==> src/design/tcw_pkg.sv <==
// tcw_pkg: shared codes, constants, request and result types of the text console writer
// depends on: nothing
package tcw_pkg;

  // request opcodes
  localparam logic [1:0] OP_APPEND = 2'd0;
  localparam logic [1:0] OP_PLACE  = 2'd1;
  localparam logic [1:0] OP_READ   = 2'd2;

  // control characters interpreted by append
  localparam logic [7:0] CH_NUL = 8'h00;
  localparam logic [7:0] CH_BS  = 8'h08;
  localparam logic [7:0] CH_TAB = 8'h09;
  localparam logic [7:0] CH_LF  = 8'h0A;
  localparam logic [7:0] CH_VT  = 8'h0B;
  localparam logic [7:0] CH_FF  = 8'h0C;
  localparam logic [7:0] CH_CR  = 8'h0D;

  // space character on white-on-black attribute
  localparam logic [15:0] BLANK_CELL = 16'h0F20;
  localparam int TAB_STEP = 4;

  typedef logic [10:0] cur_out_t;

  typedef struct packed {
    logic [1:0] opcode;
    logic [7:0] char_code;
    logic [7:0] color;
    logic [4:0] row;
    logic [6:0] column;
  } item_t;

  typedef struct packed {
    cur_out_t   cursor_position;
    logic [7:0] cell_char;
    logic [7:0] cell_color;
    logic       out_of_range;
  } res_t;

endpackage

==> src/design/tcw_engine.sv <==
// tcw_engine: request sequencer, cursor and column tracking, scroll and clear sweeps
// depends on: tcw_pkg; drives the ports of tcw_cell_mem
module tcw_engine #(
  parameter int SCREEN_WIDTH  = 80,
  parameter int SCREEN_HEIGHT = 25,
  parameter int MEMORY_CELLS  = 2048,
  parameter int AW            = 11
) (
  input  logic           clk,
  input  logic           rst,
  input  logic           in_valid,
  output logic           in_ready,
  input  tcw_pkg::item_t item,
  output logic           res_valid,
  input  logic           res_ready,
  output tcw_pkg::res_t  res,
  output logic           mem_we,
  output logic [AW-1:0]  mem_waddr,
  output logic [15:0]    mem_wdata,
  output logic           mem_re,
  output logic [AW-1:0]  mem_raddr,
  input  logic [15:0]    mem_rdata
);

  localparam int POS_RAW = 31 * SCREEN_WIDTH + 127;
  localparam int POS_MAX = (POS_RAW > MEMORY_CELLS) ? POS_RAW : MEMORY_CELLS;
  localparam int PW      = $clog2(POS_MAX + 1);
  localparam int IDX_RAW = (SCREEN_HEIGHT + 1) * SCREEN_WIDTH;
  localparam int IDX_MAX = (IDX_RAW > MEMORY_CELLS) ? IDX_RAW : MEMORY_CELLS;
  localparam int IW      = $clog2(IDX_MAX + 1);
  localparam int COLW    = $clog2(SCREEN_WIDTH);

  localparam logic [PW-1:0]   MEM_P     = PW'(MEMORY_CELLS);
  localparam logic [PW-1:0]   W_P       = PW'(SCREEN_WIDTH);
  localparam logic [IW-1:0]   MEM_I     = IW'(MEMORY_CELLS);
  localparam logic [IW-1:0]   W_I       = IW'(SCREEN_WIDTH);
  localparam logic [IW-1:0]   SCROLL_AT = IW'((SCREEN_HEIGHT - 1) * SCREEN_WIDTH);
  localparam logic [COLW:0]   W_C       = (COLW + 1)'(SCREEN_WIDTH);
  localparam logic [COLW:0]   TAB_C     = (COLW + 1)'(tcw_pkg::TAB_STEP);

  typedef enum logic [6:0] {
    S_IDLE   = 7'b0000001,
    S_EXEC   = 7'b0000010,
    S_READ   = 7'b0000100,
    S_CHECK  = 7'b0001000,
    S_SCROLL = 7'b0010000,
    S_CLEAR  = 7'b0100000,
    S_DONE   = 7'b1000000
  } state_t;

  state_t          state;
  logic [1:0]      op;
  logic [7:0]      ch;
  logic [7:0]      color;
  logic [PW-1:0]   pos;
  logic [IW-1:0]   cursor;
  logic [COLW-1:0] col;
  logic            pend_write;
  logic [IW-1:0]   idx;
  logic            stg_valid;
  logic [IW-1:0]   stg_idx;
  logic            stg_copy;
  logic            stg_oob;
  logic [7:0]      res_char;
  logic [7:0]      res_color;
  logic            res_oor;

  logic [COLW:0]   col_tab;
  logic [COLW:0]   col_inc;
  logic [IW-1:0]   copy_limit;
  logic [IW-1:0]   idx_src;

  assign col_tab    = {1'b0, col} + TAB_C;
  assign col_inc    = {1'b0, col} + (COLW + 1)'(1);
  assign copy_limit = cursor - W_I;
  assign idx_src    = idx + W_I;

  assign in_ready  = (state == S_IDLE);
  assign res_valid = (state == S_DONE);
  assign res.cursor_position = tcw_pkg::cur_out_t'(cursor);
  assign res.cell_char       = res_char;
  assign res.cell_color      = res_color;
  assign res.out_of_range    = res_oor;

  // memory port selection per state
  always_comb begin
    mem_we    = 1'b0;
    mem_waddr = '0;
    mem_wdata = '0;
    mem_re    = 1'b0;
    mem_raddr = '0;
    case (state)
      S_EXEC: begin
        if (op == tcw_pkg::OP_PLACE && pos < MEM_P && ch != tcw_pkg::CH_NUL) begin
          mem_we    = 1'b1;
          mem_waddr = AW'(pos);
          mem_wdata = {color, ch};
        end
        if (op == tcw_pkg::OP_READ && pos < MEM_P) begin
          mem_re    = 1'b1;
          mem_raddr = AW'(pos);
        end
      end
      S_CHECK: begin
        if (cursor < SCROLL_AT && pend_write && cursor < MEM_I) begin
          mem_we    = 1'b1;
          mem_waddr = AW'(cursor);
          mem_wdata = {color, ch};
        end
      end
      S_SCROLL: begin
        // read runs one row ahead of the write
        if (idx < copy_limit && idx_src < MEM_I) begin
          mem_re    = 1'b1;
          mem_raddr = AW'(idx_src);
        end
        if (stg_valid && stg_idx < MEM_I) begin
          mem_we    = 1'b1;
          mem_waddr = AW'(stg_idx);
          mem_wdata = stg_copy ? (stg_oob ? 16'h0000 : mem_rdata) : tcw_pkg::BLANK_CELL;
        end
      end
      S_CLEAR: begin
        mem_we    = 1'b1;
        mem_waddr = AW'(idx);
        mem_wdata = tcw_pkg::BLANK_CELL;
      end
      default: begin
      end
    endcase
  end

  always_ff @(posedge clk) begin
    if (rst) begin
      state      <= S_IDLE;
      cursor     <= '0;
      col        <= '0;
      pend_write <= 1'b0;
      stg_valid  <= 1'b0;
    end else begin
      case (state)
        S_IDLE: begin
          if (in_valid) begin
            op        <= item.opcode;
            ch        <= item.char_code;
            color     <= item.color;
            pos       <= PW'(item.row) * W_P + PW'(item.column);
            res_char  <= '0;
            res_color <= '0;
            res_oor   <= 1'b0;
            state     <= S_EXEC;
          end
        end
        S_EXEC: begin
          case (op)
            tcw_pkg::OP_APPEND: begin
              case (ch)
                tcw_pkg::CH_NUL: state <= S_DONE;
                tcw_pkg::CH_TAB: begin
                  cursor <= cursor + IW'(tcw_pkg::TAB_STEP);
                  col    <= COLW'((col_tab >= W_C) ? col_tab - W_C : col_tab);
                  state  <= S_CHECK;
                end
                tcw_pkg::CH_LF: begin
                  cursor <= cursor + (W_I - IW'(col));
                  col    <= '0;
                  state  <= S_CHECK;
                end
                tcw_pkg::CH_FF: begin
                  cursor <= '0;
                  col    <= '0;
                  idx    <= '0;
                  state  <= S_CLEAR;
                end
                tcw_pkg::CH_CR: begin
                  cursor <= cursor - IW'(col);
                  col    <= '0;
                  state  <= S_DONE;
                end
                tcw_pkg::CH_BS: begin
                  if (col != '0) begin
                    cursor <= cursor - IW'(1);
                    col    <= col - COLW'(1);
                  end
                  state <= S_DONE;
                end
                tcw_pkg::CH_VT: begin
                  cursor <= cursor + W_I;
                  state  <= S_CHECK;
                end
                default: begin
                  pend_write <= 1'b1;
                  state      <= S_CHECK;
                end
              endcase
            end
            tcw_pkg::OP_PLACE: begin
              res_oor <= (pos >= MEM_P);
              state   <= S_DONE;
            end
            tcw_pkg::OP_READ: begin
              if (pos >= MEM_P) begin
                res_oor <= 1'b1;
                state   <= S_DONE;
              end else begin
                state <= S_READ;
              end
            end
            default: state <= S_DONE;
          endcase
        end
        S_READ: begin
          res_char  <= mem_rdata[7:0];
          res_color <= mem_rdata[15:8];
          state     <= S_DONE;
        end
        S_CHECK: begin
          if (cursor >= SCROLL_AT) begin
            idx       <= '0;
            stg_valid <= 1'b0;
            state     <= S_SCROLL;
          end else begin
            if (pend_write) begin
              pend_write <= 1'b0;
              cursor     <= cursor + IW'(1);
              col        <= COLW'((col_inc >= W_C) ? col_inc - W_C : col_inc);
            end
            state <= S_DONE;
          end
        end
        S_SCROLL: begin
          stg_valid <= (idx < cursor);
          stg_idx   <= idx;
          stg_copy  <= (idx < copy_limit);
          stg_oob   <= (idx_src >= MEM_I);
          if (idx < cursor) begin
            idx <= idx + IW'(1);
          end else if (!stg_valid) begin
            cursor <= copy_limit;
            state  <= S_CHECK;
          end
        end
        S_CLEAR: begin
          idx <= idx + IW'(1);
          if (idx == MEM_I - IW'(1)) begin
            state <= S_DONE;
          end
        end
        S_DONE: begin
          if (res_ready) begin
            state <= S_IDLE;
          end
        end
        default: state <= S_IDLE;
      endcase
    end
  end

endmodule

==> config.mk <==
export PLATFORM = sky130hd
export DESIGN_NAME = tcw_engine
export DESIGN_NICKNAME = d
export VERILOG_FILES = /design/src/design/tcw_pkg.sv /design/src/design/tcw_engine.sv
export SDC_FILE = /design/constraint.sdc
export NUM_CORES = 1
export LEC_CHECK = 0
export BUFFER_PORTS_ARGS = -buffer_cell sky130_fd_sc_hd__clkbuf_2
export CORE_ASPECT_RATIO = 1.5
export CORE_MARGIN = 2
export CORE_UTILIZATION = 30
export DETAILED_ROUTE_END_ITERATION = 8
export SYNTH_ARGS = -nofsm -noshare
export SYNTH_HDL_FRONTEND = slang
export SYNTH_SLANG_ARGS = --single-unit
==> constraint.sdc <==
create_clock -name clk -period 10 [get_ports clk]
set_clock_uncertainty 0.05 [all_clocks]
set_input_delay 1 -clock clk [delete_from_list [all_inputs] [get_ports clk]]
set_output_delay 1 -clock clk [all_outputs]
set_load 0.03 [all_outputs]
==> out/qor.csv, run 1 <==
stage,metric,value,unit
run_status,status,"complete, no violations",
layout,num-nets-final,1094,
drt,met1_length,9.131,mm
cts,ctsRootBufferMaster,clkbuf_16,
synth,synth_top_area_share,27.49,%
synth,synthCells,901,
job,maxCapViolCount,0,
drt,drtAntennaViolNets,0,
drt,top_layer,met4,
drt,viasPerCell,5.533,
placed_design,placed_cells,1306,
floorplanning,io_pins,120,
timing,max_freq,189.2,MHz
timing,final-hold-violation-count,0,
synth,synthesis.area,0.007974,mm2
grt,antenna_found_initial,0,
timing,timing.setup.tns,0,ns
placed_design,port_buffers,119,
cts,cts_tree,done,
drt,met2RoutedLength,13.52,mm
synth,async_flop_share,0,%
timing,fin_crit_sh,52.86,%
critical_path,critPathKind,register to primary output,
drt,wl_per_cell,19.00,um
cts,cts-hold-fix-buffers,0,
grt,grt_overflow_total,0,
drt,totalWireLength,25.12,mm
synth,synth_seq_area_share,34.52,%
layout,design_area,0.009091,mm2
synth,avgSynthCellArea,8.850,um2
layout,instances_no_fill,1322,
drt,drt_iter0_drc,568,
floorplanning,chipHeight,203.7,um
floorplanning,start_util,30.31,%
cts,numClockSinks,101,
cts,clk_path_buf_depth,2,
timing,rsz0062_at_grt,false,
min_path,hp-class,register to register,
drt,num_vias,7315,
drt,post-route-drc-count,0,
timing,slew_headroom,26.26,%
critical_path,crit_top_cell,ha_1,
grt,first_global_vias,7205,
critical_path,slowest_stage,nor4b_2,
synth,ys_ff_latch,101,
timing,tightest_slew,1.102,ns
synth,syn_nets,1015,
floorplanning,coreArea,0.02631,mm2
synth,synth_flop_cell,edfxtp_1,
synth,synth.distinct_cells,81,
drt,first_pass_iters,5,
cts,clk_latency,0.37,ns
cts,clk_pin_slew,0.09,ns
layout,fillers,2773,
layout,area_growth,14.01,%
critical_path,critPathLaunchType,register,
cts,cts_made_buffers,9,
placed_design,gp_congestion,0.9187,
synth,synth_area_leaders,"edfxtp_1 27%, ha_1 9.6%, dfxtp_1 7.0%, xnor2_1 4.4%, nand2_1 3.8%",
grt,grtUsageTotal,18.05,%
critical_path,cp_max_fo,11,
layout,post-route-util,34.56,%
pwr,power.density,119.9,mW/mm2
timing,min_period,5.286,ns
pwr,p_leak,3.571,nW
layout,insertedDiodeCount,0,
critical_path,cp_cell_sequence,"inv_1, ha_1, o21a_1, xnor2_1, ha_1, a211o_1, nor3_1, a211oi_1, o21ai_1, nor4b_2, a22o_1, clkbuf_2",
synth,synth-edff-count,73,
cts,cts_resized,0,
synth,yosys.area.top_type,edfxtp_1,
critical_path,worstPathRequired,8.95,ns
placed_design,place_area,0.008785,mm2
synth,synthTopCellsByCount,"80 x nand2_1, 79 x nor2_1, 73 x edfxtp_1",
floorplanning,num_rows,73,
critical_path,end_kind,primary output,
cts,htree_levels,3,
synth,post-synth-top-count-cell,nand2_1,
synth,synth_warnings,0,
floorplanning,dieWidth,137.1,um
critical_path,cp_slowest_stage_delay,0.90,ns
floorplanning,dieArea,0.02793,mm2
critical_path,critPathArrivalTime,4.24,ns
grt,grt_pass1_wl,39.03,mm
timing,drv_slew,0,
timing,setup_viol,0,
layout,layout-drive-gt1-share,17.16,%
cts,postCtsSetupBuffers,0,
placed_design,hpwlAfterDp,19.38,mm
pwr,vdd_drop_max,0.1053,mV
grt,grt_start_max_net_pins,31,
drt,wl_met3,970,um
power breakdown:
part	switching [mW]	leakage, nW	internal (mW)
logic	0.137	2.51	0.0751
registers	0.0256	0.906	0.476
clock network	0.196	0.151	0.181
registers in the layout, summed over array words and instances (netlist names):
register / count
res_oor: 1
ch: 8
pos: 12
stg_copy: 1
stg_valid: 1
op: 2
color: 8
col: 7
res_char: 8
state: 7
stg_oob: 1
idx: 12
stg_idx: 12
pend_write: 1
res_color: 8
cursor: 12
through the flow:
| step | hold slack, ns | total power [mW] | worst slack (ns) |
|---|---|---|---|
| after floorplan | 0.4322 | 0.6510 | 5.842 |
| after global placement | 0.4688 | 0.7196 | 5.262 |
| after detailed placement | 0.4602 | 0.7219 | 5.177 |
| after CTS | 0.4772 | 1.097 | 4.710 |
| after global routing | 0.5239 | 1.135 | 4.424 |
| final | 0.4763 | 1.090 | 4.714 |
critical path, delay by kind of cell, from the launching register on:
kind            cells  cell delay (ns)
xor+xnor            1             0.14
simple gates        2             1.04
buf+inv             2             0.38
flops               1             0.58
compound gates      5             1.20
fa+ha+maj           2             0.52
worst paths after layout:
kind	from	end	slack, ns	cells after the start
setup / recovery	cursor[4]$_SDFFE_PP0P_	mem_raddr[0]	4.71	12
hold / removal	pend_write$_SDFFE_PP0P_	pend_write$_SDFFE_PP0P_	0.48	2
setup reg to reg	col[2]$_SDFFE_PP0P_	cursor[9]$_SDFFE_PP0P_	5.57	13
hold reg to reg	pend_write$_SDFFE_PP0P_	pend_write$_SDFFE_PP0P_	0.48	2
cell type report:
type                       count  area, um2  area share (%)
timing repair buffer         129      670.6           7.377
clock inverter                 7      81.33          0.8946
multi-input combinational    696       4778           52.56
tap                          337      421.7           4.638
inverter                      43      161.4           1.775
clock buffer                   9      225.2           2.477
sequential                   101       2753           30.28
routing by layer:
metal / global-route usage (%) / up-vias
met1: 18.99 / 3510
met3: 2.436 / 66
li1: - / 3526
met4: 11.05 / 0
met5: 0 / -
met2: 33.24 / 213
cells in the final DEF, fill, tap and decap left out, drive strengths merged, types with 9 or more instances in the layout:
| master | instances |
|---|---|
| nor2b | 10 |
| o21ai | 57 |
| a31oi | 11 |
| and2 | 14 |
| xnor2 | 40 |
| a211oi | 12 |
| nor4 | 9 |
| edfxtp | 73 |
| a222oi | 11 |
| dfxtp | 28 |
| a21oi | 46 |
| nand3 | 30 |
| a22o | 25 |
| o22ai | 13 |
| nor2 | 79 |
| buf | 10 |
| ha | 61 |
| nand2 | 80 |
| nand2b | 11 |
| a221o | 9 |
| inv | 49 |
| nand4 | 9 |
| nor3 | 31 |
| xor2 | 20 |
| clkbuf | 128 |
logic make-up after synthesis:
kind of cell | after synthesis | share of synthesized area, %
adders and majority gates | 65 | 10.45
AOI/OAI and AO/OA | 257 | 23.10
xor gates and xnor gates | 60 | 6.590
DFF | 101 | 34.52
and+or+nand+nor | 312 | 19.43
buffers and inverters | 104 | 5.649
muxes | 2 | 0.2667
(Power assumes the default switching activity.)
==> inputs of run 2 (changes only) <==
- clock period: 10 -> 4.85 ns (I/O delays scaled with it)
==> run 2 against run 1 <==
Net effect: cell count is 0.61% higher; worst setup slack worse by 4.5 ns; combinational power is 110% higher; power increased by 110%; register-to-register slack lost 5.0 ns; non-clock buffer count up 8; critical path depth is 1 higher; sequential cell count is the same; critical endpoint is now mem_raddr[3].
==> out/qor.csv, run 2 (synthesized netlist as in run 1, its figures left out) <==
stage,metric,value,unit,change
critical_path,crit_path_end,mem_raddr[3],,
drt,viasPerCell,5.555,,+0.39%
floorplanning,io_pins,120,,unchanged
timing,min_period,4.648,ns,
drt,drtAntennaViolNets,0,,unchanged
timing,max_freq,215.1,MHz,
pwr,vdd_drop_max,0.1871,mV,+78%
layout,most-common-layout-cells,"119 x clkbuf_2, 80 x nand2_1, 78 x nor2_1, 73 x edfxtp_1, 61 x ha_1",,
floorplanning,chipHeight,203.7,um,unchanged
pwr,intPower,1.595,mW,+120%
cts,cts_made_buffers,9,,unchanged
timing,setup_viol,0,,unchanged
run_status,status,"complete, no violations",,
pwr,p_switching,0.6804,mW,+90%
placed_design,port_buffers,119,,unchanged
layout,post-route-util,34.87,%,+0.31 points
critical_path,critPathLaunchType,register,,
critical_path,worstPathRequired,4.32,ns,-4.63 ns
cts,ctsRootBufferMaster,clkbuf_16,,
cts,clk_latency,0.36,ns,about the same
grt,first_global_vias,7207,,+0.028%
critical_path,startpoint,cursor[5]$_SDFFE_PP0P_,,
pwr,power.density,248.0,mW/mm2,+110%
placed_design,placed_cells,1314,,+0.61%
floorplanning,num_rows,73,,unchanged
layout,num-nets-final,1102,,+0.73%
drt,post-route-drc-count,0,,unchanged
floorplanning,start_util,30.31,%,unchanged
drt,drt_iter0_drc,555,,-2.3%
critical_path,end_kind,primary output,,
critical_path,critPathArrivalTime,4.11,ns,-0.13 ns
critical_path,critPathKind,register to primary output,,
pwr,switching_share,29.90,%,-3.0 points
grt,grt_overflow_total,0,,unchanged
layout,instances_no_fill,1330,,+0.61%
placed_design,place_area,0.008845,mm2,+0.68%
drt,first_pass_iters,6,,+1
timing,tightest_slew,0.9914,ns,-0.1106 ns
pwr,p_seq_share,45.2,%,-0.8 points
critical_path,reg2reg_to,cursor[9]$_SDFFE_PP0P_,,
pwr,finalPower,2.275,mW,+110%
cts,cts_tree,done,,
grt,grtUsageTotal,17.85,%,-0.19 points
placed_design,gp_congestion,0.8966,,-2.4%
timing,final-hold-violation-count,0,,unchanged
timing,fin_crit_sh,95.84,%,
grt,antenna_found_initial,0,,unchanged
layout,design_area,0.009174,mm2,+0.91%
cts,postCtsSetupBuffers,0,,unchanged
grt,grt_pass1_wl,39.04,mm,about the same
floorplanning,coreArea,0.02631,mm2,unchanged
pwr,comb_power_share,19.4,%,about the same
cts,clk_path_buf_depth,2,,unchanged
timing,timing.hold.ws,0.2498,ns,-0.2265 ns
drt,num_vias,7388,,+1.0%
critical_path,reg2reg_from,col[1]$_SDFFE_PP0P_,,
pwr,clockPowerShare,35.4,%,+0.8 points
critical_path,cp_max_fo,9,,-2
cts,numClockSinks,101,,unchanged
critical_path,ff2ff_path_depth,16,,+3
layout,layout_commonest_cell,clkbuf_2,,
layout,area_growth,15.05,%,
layout,layout-drive-gt1-share,17.82,%,+0.67 points
critical_path,regToRegSetupSlack,0.55,ns,-5.02 ns
grt,grt_start_max_net_pins,30,,-3.2%
drt,totalWireLength,25.18,mm,+0.23%
job,maxCapViolCount,0,,unchanged
layout,insertedDiodeCount,0,,unchanged
timing,slew_headroom,33.66,%,+7.4 points
min_path,hp-class,input port to register,,
timing,rsz0062_at_grt,false,,
timing,fin_ws,0.2017,ns,-4.512 ns
cts,clk_pin_slew,0.08,ns,about the same
floorplanning,dieArea,0.02793,mm2,unchanged
timing,timing.setup.tns,0,ns,unchanged
floorplanning,dieWidth,137.1,um,unchanged
placed_design,hpwlAfterDp,19.56,mm,+0.93%
drt,wl_per_cell,18.93,um,-0.37%
layout,fillers,2776,,+0.11%
pwr,p_leak,3.625,nW,+1.5%
cts,htree_levels,3,,unchanged
placed_design,place_ws,0.5574,ns,-4.620 ns
timing,drv_slew,0,,unchanged
## run 2: cell types whose count changed in the layout (fill, tap and decap cells not counted), sizes merged
cell / delta
buf: +8
bufinv: +2
clkinv: +2
inv: -4
## run 2: timing repair
item | in CTS | in global routing
gates resized for setup | 0 | 2
hold buffers | 0 | 0
endpoints found under the setup margin | 0 | 1
## run 2: power by group through the flow
| stage | sequential [mW] | combinational, mW | clock (mW) |
|---|---|---|---|
| after floorplan | 1.04 | 0.300 | 0 |
| after global placement | 1.05 | 0.434 | 0 |
| after detailed placement | 1.05 | 0.440 | 0 |
| after CTS | 1.03 | 0.443 | 0.818 |
| after global routing | 1.04 | 0.484 | 0.849 |
| final | 1.03 | 0.441 | 0.805 |
## run 2: cell type report
type                       count  area, um2  area share, %
tap                          337      421.7          4.596
sequential                   101       2753          30.01
clock buffer                   9      225.2          2.455
multi-input combinational    696       4785          52.15
timing repair buffer         137      730.7          7.965
inverter                      43      161.4          1.759
clock inverter                 7      97.59          1.064
## run 2: metal layers
layer	global-route usage, %	vias to the layer above	wire length, um	part of all wire [%]
li1	-	3539	-	-
met1	19.50	3568	9431	37
met2	34.26	233	13960	55
met3	1.839	48	859	3.4
met4	7.216	0	930	3.7
met5	0	-	0	0
## run 2: worst min-delay path by stage
stage | cells past startpoint | slack, ns | startpoint | to
floorplan | 0 | 0.43 | idx[6]$_SDFFCE_PN0P_ | stg_idx[6]$_DFFE_PP_
global placement | 2 | 0.47 | stg_valid$_SDFFE_PP0P_ | stg_valid$_SDFFE_PP0P_
detailed placement | 2 | 0.48 | stg_valid$_SDFFE_PP0P_ | stg_valid$_SDFFE_PP0P_
CTS | 1 | 0.24 | item[23] | ch[3]$_DFFE_PP_
global route | 1 | 0.24 | item[1] | pos[1]$_DFFE_PP_
finish | 1 | 0.25 | item[0] | pos[0]$_DFFE_PP_
## run 2: worst max-delay path, cell delays in order (launching register included)
cell and delay [ns]:
dfxtp_1 0.56, inv_1 0.17, ha_1 0.28, o21a_1 0.20
xnor2_1 0.15, ha_1 0.23, a211o_1 0.29, nor3_1 0.19
a211oi_1 0.11, o21ai_1 0.49, nor4b_2 0.50, buf_4 0.24
a22o_1 0.14, clkbuf_2 0.21
==> inputs of run 3 (changes only) <==
- CORE_UTILIZATION: 30 -> 25
- SLEW_MARGIN: unset -> 5
==> run 3 against run 2 <==
Net effect: utilization shrank 5.7 points; hold slack worse by 0.015 ns; global-route usage decreased by 2.9 points; non-clock buffer count down 1; clock-buffer cell count did not move; critical endpoint is now cursor[9]$_SDFFE_PP0P_.
==> out/qor.csv, run 3 (synthesized netlist as in run 1, its figures left out) <==
stage,metric,value,unit,change
pwr,p_switching,0.7235,mW,+6.3%
floorplanning,io_pins,120,,unchanged
pwr,comb_power_share,19.1,%,-0.3 points
timing,fin_ws,0.4437,ns,+0.2420 ns
pwr,p_seq_share,46.3,%,+1.1 points
min_path,hp-class,input port to register,,
min_path,hp-start,item[20],,
drt,num_vias,7392,,+0.054%
placed_design,place_ws,0.4907,ns,-0.06669 ns
drt,drt_iter0_drc,505,,-9.0%
cts,clk_path_buf_depth,2,,unchanged
floorplanning,coreArea,0.03163,mm2,+20%
timing,timing.setup.tns,0,ns,unchanged
cts,cts_made_buffers,9,,unchanged
drt,viasPerCell,5.272,,-5.1%
layout,layout_commonest_cell,clkbuf_2,,
critical_path,end_kind,register,,
layout,num-nets-final,1101,,-0.091%
cts,htree_levels,3,,unchanged
timing,setup_viol,0,,unchanged
drt,wl_per_cell,17.92,um,-5.3%
drt,totalWireLength,25.13,mm,-0.19%
grt,first_global_vias,7095,,-1.6%
critical_path,critPathKind,register to register,,
floorplanning,chipHeight,222.7,um,+9.4%
drt,first_pass_iters,5,,-1
cts,cts_resized,0,,unchanged
timing,tightest_slew,0.9432,ns,-0.04829 ns
pwr,finalPower,2.234,mW,-1.8%
floorplanning,num_rows,80,,+9.6%
layout,multi_input_area,0.004778,mm2,-0.13%
pwr,intPower,1.510,mW,-5.3%
run_status,status,"complete, no violations",,
drt,post-route-drc-count,0,,unchanged
cts,cts_tree,done,,
timing,max_freq,227.0,MHz,+5.5%
timing,fin_crit_sh,90.85,%,-5.0 points
drt,drtAntennaViolNets,0,,unchanged
timing,rsz0062_at_grt,false,,
cts,ctsRootBufferMaster,clkbuf_16,,
layout,layout-drive-gt1-share,17.74,%,-0.083 points
critical_path,regToRegSetupSlack,0.44,ns,-0.11 ns
layout,most-common-layout-cells,"119 x clkbuf_2, 80 x nand2_1, 78 x nor2_1, 73 x edfxtp_1, 61 x ha_1",,
timing,slew_headroom,36.89,%,+3.2 points
floorplanning,start_util,25.21,%,-5.1 points
cts,cts-hold-fix-buffers,0,,unchanged
cts,clk_pin_slew,0.09,ns,about the same
critical_path,worstPathRequired,5.04,ns,+0.72 ns
cts,clk_latency,0.37,ns,about the same
placed_design,hpwlAfterDp,19.11,mm,-2.3%
critical_path,critPathLaunchType,register,,
layout,insertedDiodeCount,0,,unchanged
critical_path,cp_max_fo,13,,+4
pwr,power.density,241.7,mW/mm2,-2.5%
critical_path,reg2reg_from,col[0]$_SDFFE_PP0P_,,
floorplanning,dieArea,0.03337,mm2,+19%
layout,fillers,3426,,+23%
timing,min_period,4.406,ns,-0.2420 ns
timing,drv_slew,0,,unchanged
layout,area_growth,15.88,%,
pwr,p_leak,3.608,nW,-0.45%
grt,grt_pass1_wl,39.43,mm,+0.99%
layout,register_area,0.002753,mm2,unchanged
pwr,vdd_drop_max,0.1585,mV,-15%
grt,grt_overflow_total,0,,unchanged
pwr,switching_share,32.39,%,+2.5 points
critical_path,critPathArrivalTime,4.60,ns,+0.49 ns
grt,grt_start_max_net_pins,25,,-17%
placed_design,port_buffers,119,,unchanged
grt,grtUsageTotal,14.99,%,-2.9 points
placed_design,gp_congestion,0.8773,,-2.2%
cts,numClockSinks,101,,unchanged
job,maxCapViolCount,0,,unchanged
cts,postCtsSetupBuffers,0,,unchanged
grt,antenna_found_initial,0,,unchanged
floorplanning,dieWidth,149.8,um,+9.3%
critical_path,startpoint,col[0]$_SDFFE_PP0P_,,
pwr,clockPowerShare,34.6,%,-0.8 points
timing,final-hold-violation-count,0,,unchanged
==> run 3: cell types whose count changed in the layout (fill, tap and decap cells not counted), sizes merged <==
cell | previous run | this run
buf | 18 | 17
inv | 45 | 47
bufinv | 2 | 0
==> run 3: worst paths after layout <==
| path | to | cells after the start |
|---|---|---|
| setup / recovery | cursor[9]$_SDFFE_PP0P_ | 15 |
| hold / removal | ch[0]$_DFFE_PP_ | 1 |
| setup reg to reg | cursor[9]$_SDFFE_PP0P_ | 15 |
| hold reg to reg | pend_write$_SDFFE_PP0P_ | 2 |
==> run 3: stage by stage <==
step / instance area [um2] / utilization [%] / std cells / hold WS, ns
after floorplan: 7974 / - / 901 / 0.4322
after global placement: 8929 / 28.23 / 1386 / 0.4705
after detailed placement: 8929 / 28.23 / 1386 / 0.4700
after CTS: 9240 / 29.21 / 1402 / 0.2278
after global routing: 9240 / 29.21 / 1402 / 0.2244
final: 9240 / 29.21 / 1402 / 0.2349
==> run 3: critical path, stage by stage (launching register included) <==
cell       delay [ns]
dfxtp_1          0.59
inv_1            0.17
ha_1             0.33
xor2_1           0.21
nand2_1          0.09
or2_2            0.33
o32a_1           0.37
a31oi_1          0.17
o21ai_0          0.11
ha_1             0.37
a2111o_1         0.38
o21ai_0          0.31
o21ai_0          0.15
xor2_1           0.16
a2111oi_0        0.40
a211oi_1         0.09
==> run 3: layer usage <==
metal | global-route usage (%) | up-vias | part of all wire, % | wire length, um
met5 | 0 | - | 0 | 0
met3 | 1.828 | 55 | 3.6 | 899
met2 | 27.40 | 216 | 54 | 13530
li1 | - | 3544 | - | -
met1 | 17.47 | 3577 | 39 | 9874
met4 | 5.934 | 0 | 3.3 | 820
==> run 3: cell type report <==
class / instances / share of cell area, %
repair buffers: 136 / 7.827
flip-flops and latches: 101 / 29.79
clock inverters: 7 / 0.9343
inverters: 43 / 1.747
clock buffers: 9 / 2.437
multi-input cells: 696 / 51.71
well taps: 410 / 5.552
==> run 3: power groups by stage <==
stage / sequential, mW / combinational (mW) / clock [mW]
floorplan: 1.04 / 0.300 / 0
global placement: 1.05 / 0.419 / 0
detailed placement: 1.05 / 0.425 / 0
CTS: 1.03 / 0.428 / 0.783
global route: 1.04 / 0.470 / 0.810
finish: 1.03 / 0.426 / 0.773
